`config.mk`:
```
export PLATFORM = sky130hd
export DESIGN_NAME = jipd_ctrl
export DESIGN_NICKNAME = d
export VERILOG_FILES = /design/src/sv/jipd_pkg.sv /design/src/sv/jipd_ctrl.sv
export SDC_FILE = /design/constraint.sdc
export NUM_CORES = 1
export LEC_CHECK = 0
export BUFFER_PORTS_ARGS = -buffer_cell sky130_fd_sc_hd__buf_4
export CAP_MARGIN = 20
export CELL_PAD_IN_SITES_DETAIL_PLACEMENT = 1
export CELL_PAD_IN_SITES_GLOBAL_PLACEMENT = 2
export CORE_MARGIN = 1.5
export CORE_UTILIZATION = 35
export CTS_BUF_LIST = sky130_fd_sc_hd__clkbuf_16
export CTS_CLUSTER_SIZE = 8
export DETAILED_ROUTE_END_ITERATION = 10
export PLACE_DENSITY_LB_ADDON = 0.1
export RECOVER_POWER = 50
export SLEW_MARGIN = 40
export SYNTH_ARGS = -nofsm -noshare
export SYNTH_HDL_FRONTEND = slang
export SYNTH_SLANG_ARGS = --single-unit
export TNS_END_PERCENT = 50
```
`constraint.sdc`:
```
create_clock -name i_clk -period 3.7 [get_ports i_clk]
set_input_delay 0.74 -clock i_clk [delete_from_list [all_inputs] [get_ports i_clk]]
set_output_delay 0.74 -clock i_clk [all_outputs]
set_load 0.03 [all_outputs]
```
`src/sv/jipd_pkg.sv`:
```
package jipd_pkg;

    localparam int JOINTS     = 7;
    localparam int JOINT_W    = 3;
    localparam int POS_W      = 18;
    localparam int VEL_W      = 18;
    localparam int TQ_W       = 20;
    localparam int ALPHA_W    = 16;
    localparam int AMP_W      = 15;
    localparam int PERIOD_W   = 16;
    localparam int CFG_IDX_W  = 2;
    localparam int CFG_DATA_W = 16;

    // Quarter-wave cosine table, Q1.14
    localparam int COS_DEPTH  = 256;
    localparam int COS_FRAC   = 14;
    localparam int COS_MAG_W  = COS_FRAC + 1;
    localparam int COS_ADDR_W = $clog2(COS_DEPTH) + 1;
    localparam int COS_IDX_W  = $clog2(4 * COS_DEPTH);
    localparam int OFS_W      = 16;

    // Shared multiplier and accumulator
    localparam int MUL_A_W = 20;
    localparam int MUL_B_W = 18;
    localparam int ERR_W   = 20;
    localparam int ACC_W   = 36;
    localparam int KP_W    = 5;
    localparam int KD_W    = 3;

    // Joints whose targets carry the trajectory offset
    localparam logic [JOINT_W-1:0] OFS_JOINT_A = 3'd5;
    localparam logic [JOINT_W-1:0] OFS_JOINT_B = 3'd6;

    localparam logic FUNC_SAMPLE = 1'b0;
    localparam logic FUNC_TICK   = 1'b1;

    localparam logic [CFG_IDX_W-1:0] CFG_FILTER_ALPHA     = 2'd0;
    localparam logic [CFG_IDX_W-1:0] CFG_OFFSET_AMPLITUDE = 2'd1;
    localparam logic [CFG_IDX_W-1:0] CFG_PERIOD_TICKS     = 2'd2;

    localparam logic [ALPHA_W-1:0]  ALPHA_RST  = 16'd64881;
    localparam logic [AMP_W-1:0]    AMP_RST    = 15'd6434;
    localparam logic [PERIOD_W-1:0] PERIOD_RST = 16'd5000;
    localparam logic [PERIOD_W-1:0] PERIOD_MIN = 16'd2;

    localparam longint unsigned HALF_PI_Q30 = 64'd1686629713;

    typedef enum logic [3:0] {
        OP_NONE,
        OP_SAMPLE,
        OP_PHASE,
        OP_DIV_START,
        OP_COS,
        OP_OFS_MUL,
        OP_OFS,
        OP_MUL1,
        OP_MUL2,
        OP_FILT,
        OP_KP,
        OP_KD,
        OP_OUT
    } t_op;

    typedef struct packed {
        t_op                op;
        logic [JOINT_W-1:0] joint;
    } t_cmd;

    typedef struct packed {
        logic initialized;
        logic div_done;
        logic out_free;
    } t_status;

    typedef logic [COS_MAG_W-1:0] t_cos_tab [0:COS_DEPTH];

    // Unsigned floor quotient by shift and subtract
    function automatic longint unsigned udiv_q(input longint unsigned num,
                                               input longint unsigned den);
        longint unsigned q;
        longint unsigned r;
        q = '0;
        r = '0;
        for (int b = 63; b >= 0; b--) begin
            r = {r[62:0], num[b]};
            q = q << 1;
            if (r >= den) begin
                r = r - den;
                q = q | 64'd1;
            end
        end
        return q;
    endfunction

    // Taylor series in Q30, rounded half up to Q14
    function automatic logic [COS_MAG_W-1:0] cos_q14(input int unsigned k);
        longint unsigned x;
        longint unsigned x2;
        longint unsigned mag;
        longint          sum;
        x   = (longint'(k) * HALF_PI_Q30) >> $clog2(COS_DEPTH);
        x2  = (x * x) >> 30;
        mag = 64'd1 << 30;
        sum = longint'(mag);
        for (int n = 1; n <= 7; n++) begin
            mag = udiv_q((mag * x2) >> 30, longint'((2 * n - 1) * (2 * n)));
            if ((n & 1) == 1) begin
                sum = sum - longint'(mag);
            end else begin
                sum = sum + longint'(mag);
            end
        end
        if (sum < 0) begin
            sum = 0;
        end
        sum = (sum + 32768) >>> 16;
        if (sum > 16384) begin
            sum = 16384;
        end
        return sum[COS_MAG_W-1:0];
    endfunction

    function automatic t_cos_tab build_cos_tab();
        t_cos_tab tab;
        for (int k = 0; k <= COS_DEPTH; k++) begin
            tab[k] = cos_q14(k);
        end
        return tab;
    endfunction

    function automatic logic [KP_W-1:0] kp_gain(input logic [JOINT_W-1:0] j);
        if (j inside {[3'd0:3'd3]}) begin
            return 5'd24;
        end else if (j == 3'd4) begin
            return 5'd10;
        end else if (j == 3'd5) begin
            return 5'd6;
        end
        return 5'd2;
    endfunction

    // Derivative gain in Q1
    function automatic logic [KD_W-1:0] kd_gain(input logic [JOINT_W-1:0] j);
        if (j inside {[3'd0:3'd2]}) begin
            return 3'd4;
        end else if (j inside {[3'd3:3'd5]}) begin
            return 3'd2;
        end
        return 3'd1;
    endfunction

endpackage

```
`src/sv/jipd_ctrl.sv`:
```
module jipd_ctrl (
    input  logic               i_clk,
    input  logic               i_rst_n,
    input  logic               i_valid,
    input  logic               i_func,
    input  jipd_pkg::t_status  i_status,
    output logic               o_ready,
    output jipd_pkg::t_cmd     o_cmd
);
    import jipd_pkg::*;

    typedef enum logic [12:0] {
        S_IDLE    = 13'b0000000000001,
        S_PHASE   = 13'b0000000000010,
        S_DSTART  = 13'b0000000000100,
        S_DIV     = 13'b0000000001000,
        S_COS     = 13'b0000000010000,
        S_OFS_MUL = 13'b0000000100000,
        S_OFS     = 13'b0000001000000,
        S_MUL1    = 13'b0000010000000,
        S_MUL2    = 13'b0000100000000,
        S_FILT    = 13'b0001000000000,
        S_KP      = 13'b0010000000000,
        S_KD      = 13'b0100000000000,
        S_OUT     = 13'b1000000000000
    } t_state;

    t_state              r_state;
    t_state              n_state;
    logic [JOINT_W-1:0]  r_joint;
    logic [JOINT_W-1:0]  n_joint;
    logic                last_joint;

    assign last_joint = r_joint == JOINT_W'(JOINTS - 1);

    always_comb begin
        n_state   = r_state;
        n_joint   = r_joint;
        o_ready   = 1'b0;
        o_cmd.op  = OP_NONE;
        o_cmd.joint = r_joint;
        case (r_state)
            S_IDLE: begin
                o_ready = 1'b1;
                if (i_valid) begin
                    if (i_func == FUNC_SAMPLE) begin
                        o_cmd.op = OP_SAMPLE;
                    end else if (i_status.initialized) begin
                        n_state = S_PHASE;
                    end
                end
            end
            S_PHASE: begin
                o_cmd.op = OP_PHASE;
                n_state  = S_DSTART;
            end
            S_DSTART: begin
                o_cmd.op = OP_DIV_START;
                n_state  = S_DIV;
            end
            S_DIV: begin
                if (i_status.div_done) begin
                    n_state = S_COS;
                end
            end
            S_COS: begin
                o_cmd.op = OP_COS;
                n_state  = S_OFS_MUL;
            end
            S_OFS_MUL: begin
                o_cmd.op = OP_OFS_MUL;
                n_state  = S_OFS;
            end
            S_OFS: begin
                o_cmd.op = OP_OFS;
                n_joint  = '0;
                n_state  = S_MUL1;
            end
            S_MUL1: begin
                o_cmd.op = OP_MUL1;
                n_state  = S_MUL2;
            end
            S_MUL2: begin
                o_cmd.op = OP_MUL2;
                n_state  = S_FILT;
            end
            S_FILT: begin
                o_cmd.op = OP_FILT;
                n_state  = S_KP;
            end
            S_KP: begin
                o_cmd.op = OP_KP;
                n_state  = S_KD;
            end
            S_KD: begin
                o_cmd.op = OP_KD;
                n_state  = S_OUT;
            end
            S_OUT: begin
                o_cmd.op = OP_OUT;
                // Hold until the output register can take the item
                if (i_status.out_free) begin
                    if (last_joint) begin
                        n_state = S_IDLE;
                    end else begin
                        n_joint = r_joint + 1'b1;
                        n_state = S_MUL1;
                    end
                end
            end
            default: begin
                n_state = S_IDLE;
            end
        endcase
    end

    always_ff @(posedge i_clk) begin
        if (!i_rst_n) begin
            r_state <= S_IDLE;
            r_joint <= '0;
        end else begin
            r_state <= n_state;
            r_joint <= n_joint;
        end
    end

endmodule

```
==> results of run 1 <==
[Yosys cell counts]
cell and count:
inv_1 4, a21oi_1 1, nand4b_1 1, or2_1 1, a21o_1 1, buf_4 1
nor4_1 8, or3_2 1, nand3_1 5, nor4b_1 1, or4_1 1, nand2_1 7
clkbuf_1 2, or3_1 1, or4b_2 3, xnor2_1 2, nor2_1 9, nand3b_1 7
a22oi_1 1, or2_2 2, a31oi_1 3, xor2_1 3, o32ai_1 1, and3_1 5
dfxtp_1 16, nor3_1 10, o221ai_1 1, buf_2 1, o21ai_0 10, buf_6 4
ha_1 2, or4_4 2, nand2b_1 2, o211ai_1 1, and4_1 1, nor4_4 1
o21a_1 2, o22ai_1 1, nand3_2 1, nand4_1 2
[path summary, 6_finish.rpt]
check,startpoint,end,slack [ns]
setup reg to reg,r_state[9],r_joint[0],1.27
hold / removal,r_state[10],r_state[11],0.57
hold reg to reg,r_state[10],r_state[11],0.57
setup / recovery,r_state[9],o_cmd[5],0.63
[tightest hold or removal path, stage by stage (launching register included)]
cell      delay, ns
dfxtp_1        0.37
nand3b_1       0.11
nor4_1         0.04
[power by group through the flow]
stage | sequential [mW] | clock (mW) | combinational [mW]
after floorplan | 0.187 | 0 | 0.0932
after global placement | 0.196 | 0 | 0.124
after detailed placement | 0.196 | 0 | 0.125
after CTS | 0.192 | 0.215 | 0.127
after global routing | 0.193 | 0.224 | 0.133
final | 0.193 | 0.212 | 0.125
[layer usage]
layer | vias to the layer above | GRT usage
li1 | 505 | -
met1 | 489 | 0.2747
met2 | 22 | 0.3231
met3 | 6 | 0.03348
met4 | 0 | 0.1030
met5 | - | 0
[area by class of cell]
| class | count | area [sq um] |
|---|---|---|
| clock buffer | 3 | 75.07 |
| fill | 356 | 1633 |
| inverter | 4 | 15.01 |
| multi-input combinational | 100 | 629.4 |
| sequential | 16 | 320.3 |
| tap | 31 | 38.79 |
| timing repair buffer | 14 | 93.84 |
[through the flow]
stage / cells / area (sq um)
3_5_place_dp: 165 / 1127
4_1_cts: 168 / 1202
2_1_floorplan: 128 / 1049
6_report: 168 / 1172
5_1_grt: 168 / 1172
3_3_place_gp: 165 / 1127
[cell families (layout without fill, tap and decap cells)]
kind of cell / after synthesis / count (layout) / share of synthesized area
buf+inv: 12 / 21 / 0.07637
simple gates: 71 / 71 / 0.4236
flops: 16 / 16 / 0.3055
compound gates: 22 / 22 / 0.1289
xor+xnor: 5 / 5 / 0.04177
fa+ha+maj: 2 / 2 / 0.02386
[sequential cells by signal, indices dropped and copies added, names as in the netlist]
| signal | count |
|---|---|
| r_state | 13 |
| r_joint | 3 |
[cells in the final DEF, fill, tap and decap left out, drive strengths merged, types with 6 or more instances in the layout]
cell type,instances
nor4,9
buf,11
nor3,10
nand3b,7
clkbuf,6
nand2,7
nand3,6
nor2,9
dfxtp,16
o21ai,10
==> flow_metrics.tcl, run 1 <==
set metrics [dict create \
    cp_slowest_cell "nor4_1" \
    avgRoutedWirePerCell_microns 18.35 \
    cp_slowest_stage_delay_ns 0.70 \
    power.share.combinational 0.235 \
    drt_pass1_iterations 4 \
    rsz0062_at_grt "false" \
    p_sw_mw 0.1605 \
    core_sq_mm 0.002805 \
    min_path_cells 2 \
    syn_to_final_growth_pct 11.81 \
    p_per_area_mw_per_mm2 451.6 \
    path_max_fanout 11 \
    p_leak_nw 0.4558 \
    synth_area_sq_mm 0.001049 \
    numCtsBuffers 3 \
    tightest_slew_ns 0.8169 \
    drt_iter0_drc 32 \
    criticalPathCategory "flip-flop to output pin" \
    syn_nets 137 \
    slew_headroom 0.4504 \
    ys_warn_count 0 \
    peakVddDrop_v 0.0002176 \
    ys_seq_area_frac 0.3055 \
    drc 0 \
    ctsResizeCount 0 \
    hp-class "flip-flop to flip-flop" \
    port_buffers 14 \
    rows 19 \
    tns_ns 0 \
    top_layer_used "met4" \
    ys_types 40 \
    die_y_microns 57.74 \
    vias 1022 \
    gp_congestion 0.7840 \
    clock_path_buffers 2 \
    vias_per_cell 6.083 \
    clock_sinks 16 \
    dp_slack_ns 1.096 \
    postCtsSetupRepairBufs 0 \
    p_seq_frac 0.364 \
    cts_tree "built" \
    synth_area_leaders "dfxtp_1 (31%), nand3b_1 (5.0%), nor3_1 (4.8%)" \
    clock.fmax_mhz 325.2 \
    cts_root_buf "clkbuf_16" \
    synthDominantCellAreaShare 0.3055 \
    initial_core_util 0.3738 \
    worstPathCellList "or4_1, nor4_1, or2_2, buf_4" \
    crit_path_end_kind "output pin" \
    min_period_over_period 0.8310 \
    clock_skew_ns 0.0005210 \
    pwr-share-clk 0.401 \
    outcome "finished clean" \
    routed_wirelength_microns 3082 \
    cp.arrival_ns 2.33 \
    p_sw_frac 0.3031 \
    grt_start_max_net_pins 12 \
    yosysTopAreaCell "dfxtp_1" \
    crit_required_ns 2.96 \
    fp.dieW_microns 57.74 \
    cp_num_buf_inv 1 \
    startpoint_type "flip-flop" \
    finalPower_mw 0.5295 \
    grt_pass1_vias 1039 \
    path_clk_slew_ns 0.05 \
    ant_nets 0 \
    finalMaxSlewViolations 0 \
    wl_met1_microns 1422 \
    place_hpwl_microns 2347 \
    hold_ws_ns 0.5704 \
    clock_latency_ns 0.25 \
    syn_area_per_cell_sq_um 8.191 \
    wl_met2_microns 1463 \
    antenna_found_initial 0 \
    htree_levels 1 \
    syn_inst 128 \
    ff2ff_path_depth 5 \
    maxCapViolCount 0 \
    cp.depth 4 \
    die-area_sq_mm 0.003333 \
    post-route-util 0.4179 \
    holdBufCountCts 0 \
    nNetsFinal 148 \
    n_antenna_cell 0 \
    ios 15 \
    period_needed_ns 3.075 \
    grt_first_pass_wirelength_microns 5161 \
    setup_slack_ns 0.6253 \
    hold_viol 0 \
    gr-usage-all-layers 0.2064 \
    setup_viol 0 \
    met3_length_microns 122 \
    grt-ovfl-total 0 \
    drive_gt1_frac 0.1606 \
    p_int_mw 0.3690 \
    synth-seq-cells 16 \
    crit_family "simple AND/OR/NAND/NOR gates" \
]
Note: power is estimated with default switching activity, not from simulation.
==> run 2, diff against run 1 <==
CORE_UTILIZATION = 29   (was 35)
clock period = 2.68 ns   (was 3.7 ns; I/O delays follow)
==> flow_metrics.tcl, run 2 (synthesis results as in run 1) <==
set metrics [dict create \
    routed_wirelength_microns 2916 \
    initial_core_util 0.3093 \
    clock.fmax_mhz 401.1 \
    finalPower_mw 0.7173 \
    clock_skew_ns 0.001791 \
    reg.largest.list "r_state x13, r_joint x3" \
    period_needed_ns 2.493 \
    grt_first_pass_wirelength_microns 4767 \
    fp.dieW_microns 63.13 \
    cts_tree "built" \
    drive_gt1_frac 0.2000 \
    vias_per_cell 5.581 \
    crit_family "simple AND/OR/NAND/NOR gates" \
    drt_pass1_iterations 4 \
    cp_num_buf_inv 1 \
    largest-register "r_state" \
    ios 15 \
    num-fill-cells 413 \
    rows 21 \
    criticalPathCategory "flip-flop to output pin" \
    startpoint_type "flip-flop" \
    outcome "finished clean" \
    cts_root_buf "clkbuf_16" \
    htree_levels 1 \
    cp.arrival_ns 1.96 \
    crit_required_ns 2.14 \
    drt_iter0_drc 18 \
    setup_viol 0 \
    avgRoutedWirePerCell_microns 15.68 \
    path_max_fanout 9 \
    vias 1038 \
    grt-ovfl-total 0 \
    largest_register_ffs 13 \
    slew_headroom 0.6944 \
    core_sq_mm 0.003390 \
    port_buffers 14 \
    drc 0 \
    hp-class "input port to flip-flop" \
    clock_path_buffers 2 \
    clock_latency_ns 0.24 \
    place_hpwl_microns 2302 \
    peakVddDrop_v 0.0002716 \
    syn_to_final_growth_pct 18.14 \
    grt_start_max_net_pins 11 \
    numCtsBuffers 3 \
    n_antenna_cell 0 \
    cp_slowest_cell "or4_1" \
    tightest_slew_ns 0.4584 \
    postCtsSetupRepairBufs 0 \
    die_y_microns 63.13 \
    finalMaxSlewViolations 0 \
    rsz0062_at_grt "false" \
    crit_path_end_kind "output pin" \
    gr-usage-all-layers 0.1503 \
    cp_slowest_stage_delay_ns 0.63 \
    worstPathCellList "or4_1, nor4_4, or2_2, buf_4" \
    mostFrequentLayoutCells "dfxtp_1 (16), buf_4 (13), o21ai_0 (10)" \
    min_period_over_period 0.9303 \
    antenna_found_initial 0 \
    tns_ns 0 \
    grt_pass1_vias 951 \
    gp_congestion 0.7969 \
    maxCapViolCount 0 \
    ant_nets 0 \
    clock_sinks 16 \
    p_per_area_mw_per_mm2 579.1 \
    path_clk_slew_ns 0.05 \
    nNetsFinal 151 \
    die-area_sq_mm 0.003985 \
    p_leak_nw 0.4712 \
    hold_viol 0 \
    final_common_cell "dfxtp_1" \
]
-- run 2: metal layers --
| layer | GRT usage | share of wire | vias up |
|---|---|---|---|
| met4 | 0.03889 | 0.016 | 0 |
| met5 | 0 | 0 | - |
| met2 | 0.2287 | 0.45 | 21 |
| met1 | 0.2165 | 0.50 | 501 |
| met3 | 0.02857 | 0.043 | 7 |
| li1 | - | - | 509 |
-- run 2: worst paths after layout --
kind | slack, ns | startpoint | cells after the start | endpoint
setup / recovery | 0.19 | r_state[8] | 4 | o_cmd[5]
hold / removal | 0.57 | i_rst_n | 2 | r_joint[0]
setup reg to reg | 0.44 | r_state[8] | 5 | r_state[4]
hold reg to reg | 0.58 | r_state[4] | 2 | r_state[5]
-- run 2: metrics by stage --
stage / setup WS, ns / util / hold WS [ns] / area [sq um] / cells
global route: 0.09317 / 0.3654 / 0.5707 / 1239 / 186
finish: 0.1867 / 0.3654 / 0.5677 / 1239 / 186
floorplan: 0.2540 / - / 0.5133 / 1049 / 128
global placement: 0.4199 / 0.3448 / 0.5627 / 1169 / 183
CTS: 0.1250 / 0.3669 / 0.5685 / 1244 / 186
detailed placement: 0.3808 / 0.3448 / 0.5673 / 1169 / 183
-- run 2: what timing repair did --
action / in CTS / in global routing
hold buffers: 0 / 0
setup endpoints to repair: 0 / 3
gates resized for setup: 0 / 3
-- run 2: power by group --
| part | switching [mW] | internal (mW) | leakage (nW) |
|---|---|---|---|
| clock | 0.0905 | 0.196 | 0.0370 |
| combinational | 0.103 | 0.0609 | 0.305 |
| sequential | 0.0192 | 0.247 | 0.129 |
| total | 0.213 | 0.504 | 0.471 |
-- run 2: area by class of cell --
class | instances | area [sq um] | area share
Clock buffer | 3 | 75.07 | 0.06061
Timing Repair Buffer | 17 | 112.6 | 0.09091
Sequential cell | 16 | 320.3 | 0.2586
Multi-Input combinational cell | 100 | 658.1 | 0.5313
Tap cell | 46 | 57.56 | 0.04646
Inverter | 4 | 15.01 | 0.01212
==> run 3, diff against run 2 <==
ABC_CLOCK_PERIOD_IN_PS = 2680   (was not set)
PLACE_DENSITY = 0.76   (was not set)
PLACE_DENSITY_LB_ADDON = not set   (was 0.1)
RECOVER_POWER = not set   (was 50)
==> flow_metrics.tcl, run 3 (synthesis results as in run 1) <==
set metrics [dict create \
    outcome "finished clean" \
    cp.arrival_ns 1.91 \
    clock_latency_ns 0.25 \
    avgRoutedWirePerCell_microns 16.41 \
    setup_viol 0 \
    grt_start_max_net_pins 12 \
    grt_pass1_vias 1024 \
    grt_first_pass_wirelength_microns 5057 \
    cts_root_buf "clkbuf_16" \
    p_leak_nw 0.4826 \
    initial_core_util 0.3093 \
    peakVddDrop_v 0.0003104 \
    drt_iter0_drc 23 \
    rows 21 \
    numCtsBuffers 3 \
    nNetsFinal 151 \
    finalMaxSlewViolations 0 \
    hp-class "input port to flip-flop" \
    slew_headroom 0.6736 \
    clock_skew_ns 0.002775 \
    die-area_sq_mm 0.003985 \
    wl_met2_microns 1516 \
    clock.fmax_mhz 408.6 \
    path_max_fanout 8 \
    grt-ovfl-total 0 \
    min_period_over_period 0.9131 \
    clock_sinks 16 \
    top_layer_used "met4" \
    n_antenna_cell 0 \
    ios 15 \
    wl_met1_microns 1434 \
    p_per_area_mw_per_mm2 585.3 \
    clock_path_buffers 2 \
    final_common_cell "buf_4" \
    path_clk_slew_ns 0.05 \
    gr-usage-all-layers 0.1640 \
    post-route-util 0.3688 \
    drt_pass1_iterations 4 \
    largest_register_ffs 13 \
    tightest_slew_ns 0.4878 \
    port_buffers 14 \
    place_hpwl_microns 2345 \
    period_needed_ns 2.447 \
    rsz0062_at_grt "false" \
    mostFrequentLayoutCells "buf_4 (17), dfxtp_1 (16), nor3_1 (10), o21ai_0 (10), nor2_1 (9)" \
    vias_per_cell 5.548 \
    gp_congestion 0.8516 \
    holdBufCountCts 0 \
    vias 1032 \
    largest-register "r_state" \
    reg.largest.list "r_state x13, r_joint x3" \
    dp_slack_ns 0.4388 \
    maxCapViolCount 0 \
    place_area_sq_mm 0.001169 \
    crit_path_end_kind "output pin" \
    setup_slack_ns 0.2328 \
    startpoint_type "flip-flop" \
    met3_length_microns 61 \
    antenna_found_initial 0 \
    die_y_microns 63.13 \
    fin_area_sq_mm 0.001250 \
    drive_gt1_frac 0.2214 \
    routed_wirelength_microns 3053 \
    cts_tree "built" \
    syn_to_final_growth_pct 19.21 \
    core_sq_mm 0.003390 \
    tns_ns 0 \
    criticalPathCategory "flip-flop to output pin" \
    hold_viol 0 \
    ant_nets 0 \
    htree_levels 1 \
    fp.dieW_microns 63.13 \
    drc 0 \
    crit_required_ns 2.14 \
]
## run 3: cell count changes in the layout (fill, tap and decap cells not counted)
| cell | previous run | this run |
|---|---|---|
| nor2_2 | 1 | 0 |
| clkbuf_1 | 4 | 0 |
| nor3_1 | 9 | 10 |
| or4_4 | 1 | 2 |
| buf_4 | 13 | 17 |
| nor2_1 | 8 | 9 |
| or4_1 | 2 | 1 |
| nor3_2 | 1 | 0 |
## run 3: layout make-up
| type | count | area [sq um] |
|---|---|---|
| fillers | 412 | 2140 |
| multi-input cells | 100 | 654.4 |
| flip-flops and latches | 16 | 320.3 |
| repair buffers | 17 | 127.6 |
| clock buffers | 3 | 75.07 |
| well taps | 46 | 57.56 |
| inverters | 4 | 15.01 |
## run 3: worst max-delay path, stage by stage (launching register included)
cell and delay (ns):
dfxtp_1 0.39, nor2_1 0.43, nand3_1 0.27, a31oi_1 0.27
or2_2 0.15, buf_4 0.15
## run 3: final timing paths
kind / startpoint / endpoint / slack [ns] / cells past startpoint
max reg2reg: r_state[2] / r_state[6] / 0.55 / 5
min reg2reg: r_state[8] / r_state[9] / 0.55 / 2
min: i_rst_n / r_joint[0] / 0.55 / 2
max: r_state[10] / o_cmd[5] / 0.23 / 5
## run 3: what timing repair did
item | CTS | global route
setup buffers | 0 | 0
endpoints found under the setup margin | 0 | 3
resized for setup | 0 | 1
## run 3: per-layer routing
| layer | vias up | global-route usage |
|---|---|---|
| met4 | 0 | 0.06667 |
| met1 | 510 | 0.2079 |
| li1 | 506 | - |
| met5 | - | 0 |
| met2 | 12 | 0.2793 |
| met3 | 4 | 0.02143 |
## run 3: per-stage QoR
step / power (mW) / cells / hold WS [ns]
5_1_grt: 0.7654 / 186 / 0.5611
4_1_cts: 0.7379 / 186 / 0.5475
2_1_floorplan: 0.3873 / 128 / 0.5133
3_3_place_gp: 0.4389 / 183 / 0.5458
3_5_place_dp: 0.4404 / 183 / 0.5472
6_report: 0.7316 / 186 / 0.5482
## run 3: report_power, final
group | switching, mW | internal [mW] | total [mW] | leakage (nW)
sequential | 0.0186 | 0.247 | 0.266 | 0.129
clock | 0.0970 | 0.196 | 0.293 | 0.0370
combinational | 0.105 | 0.0674 | 0.173 | 0.316
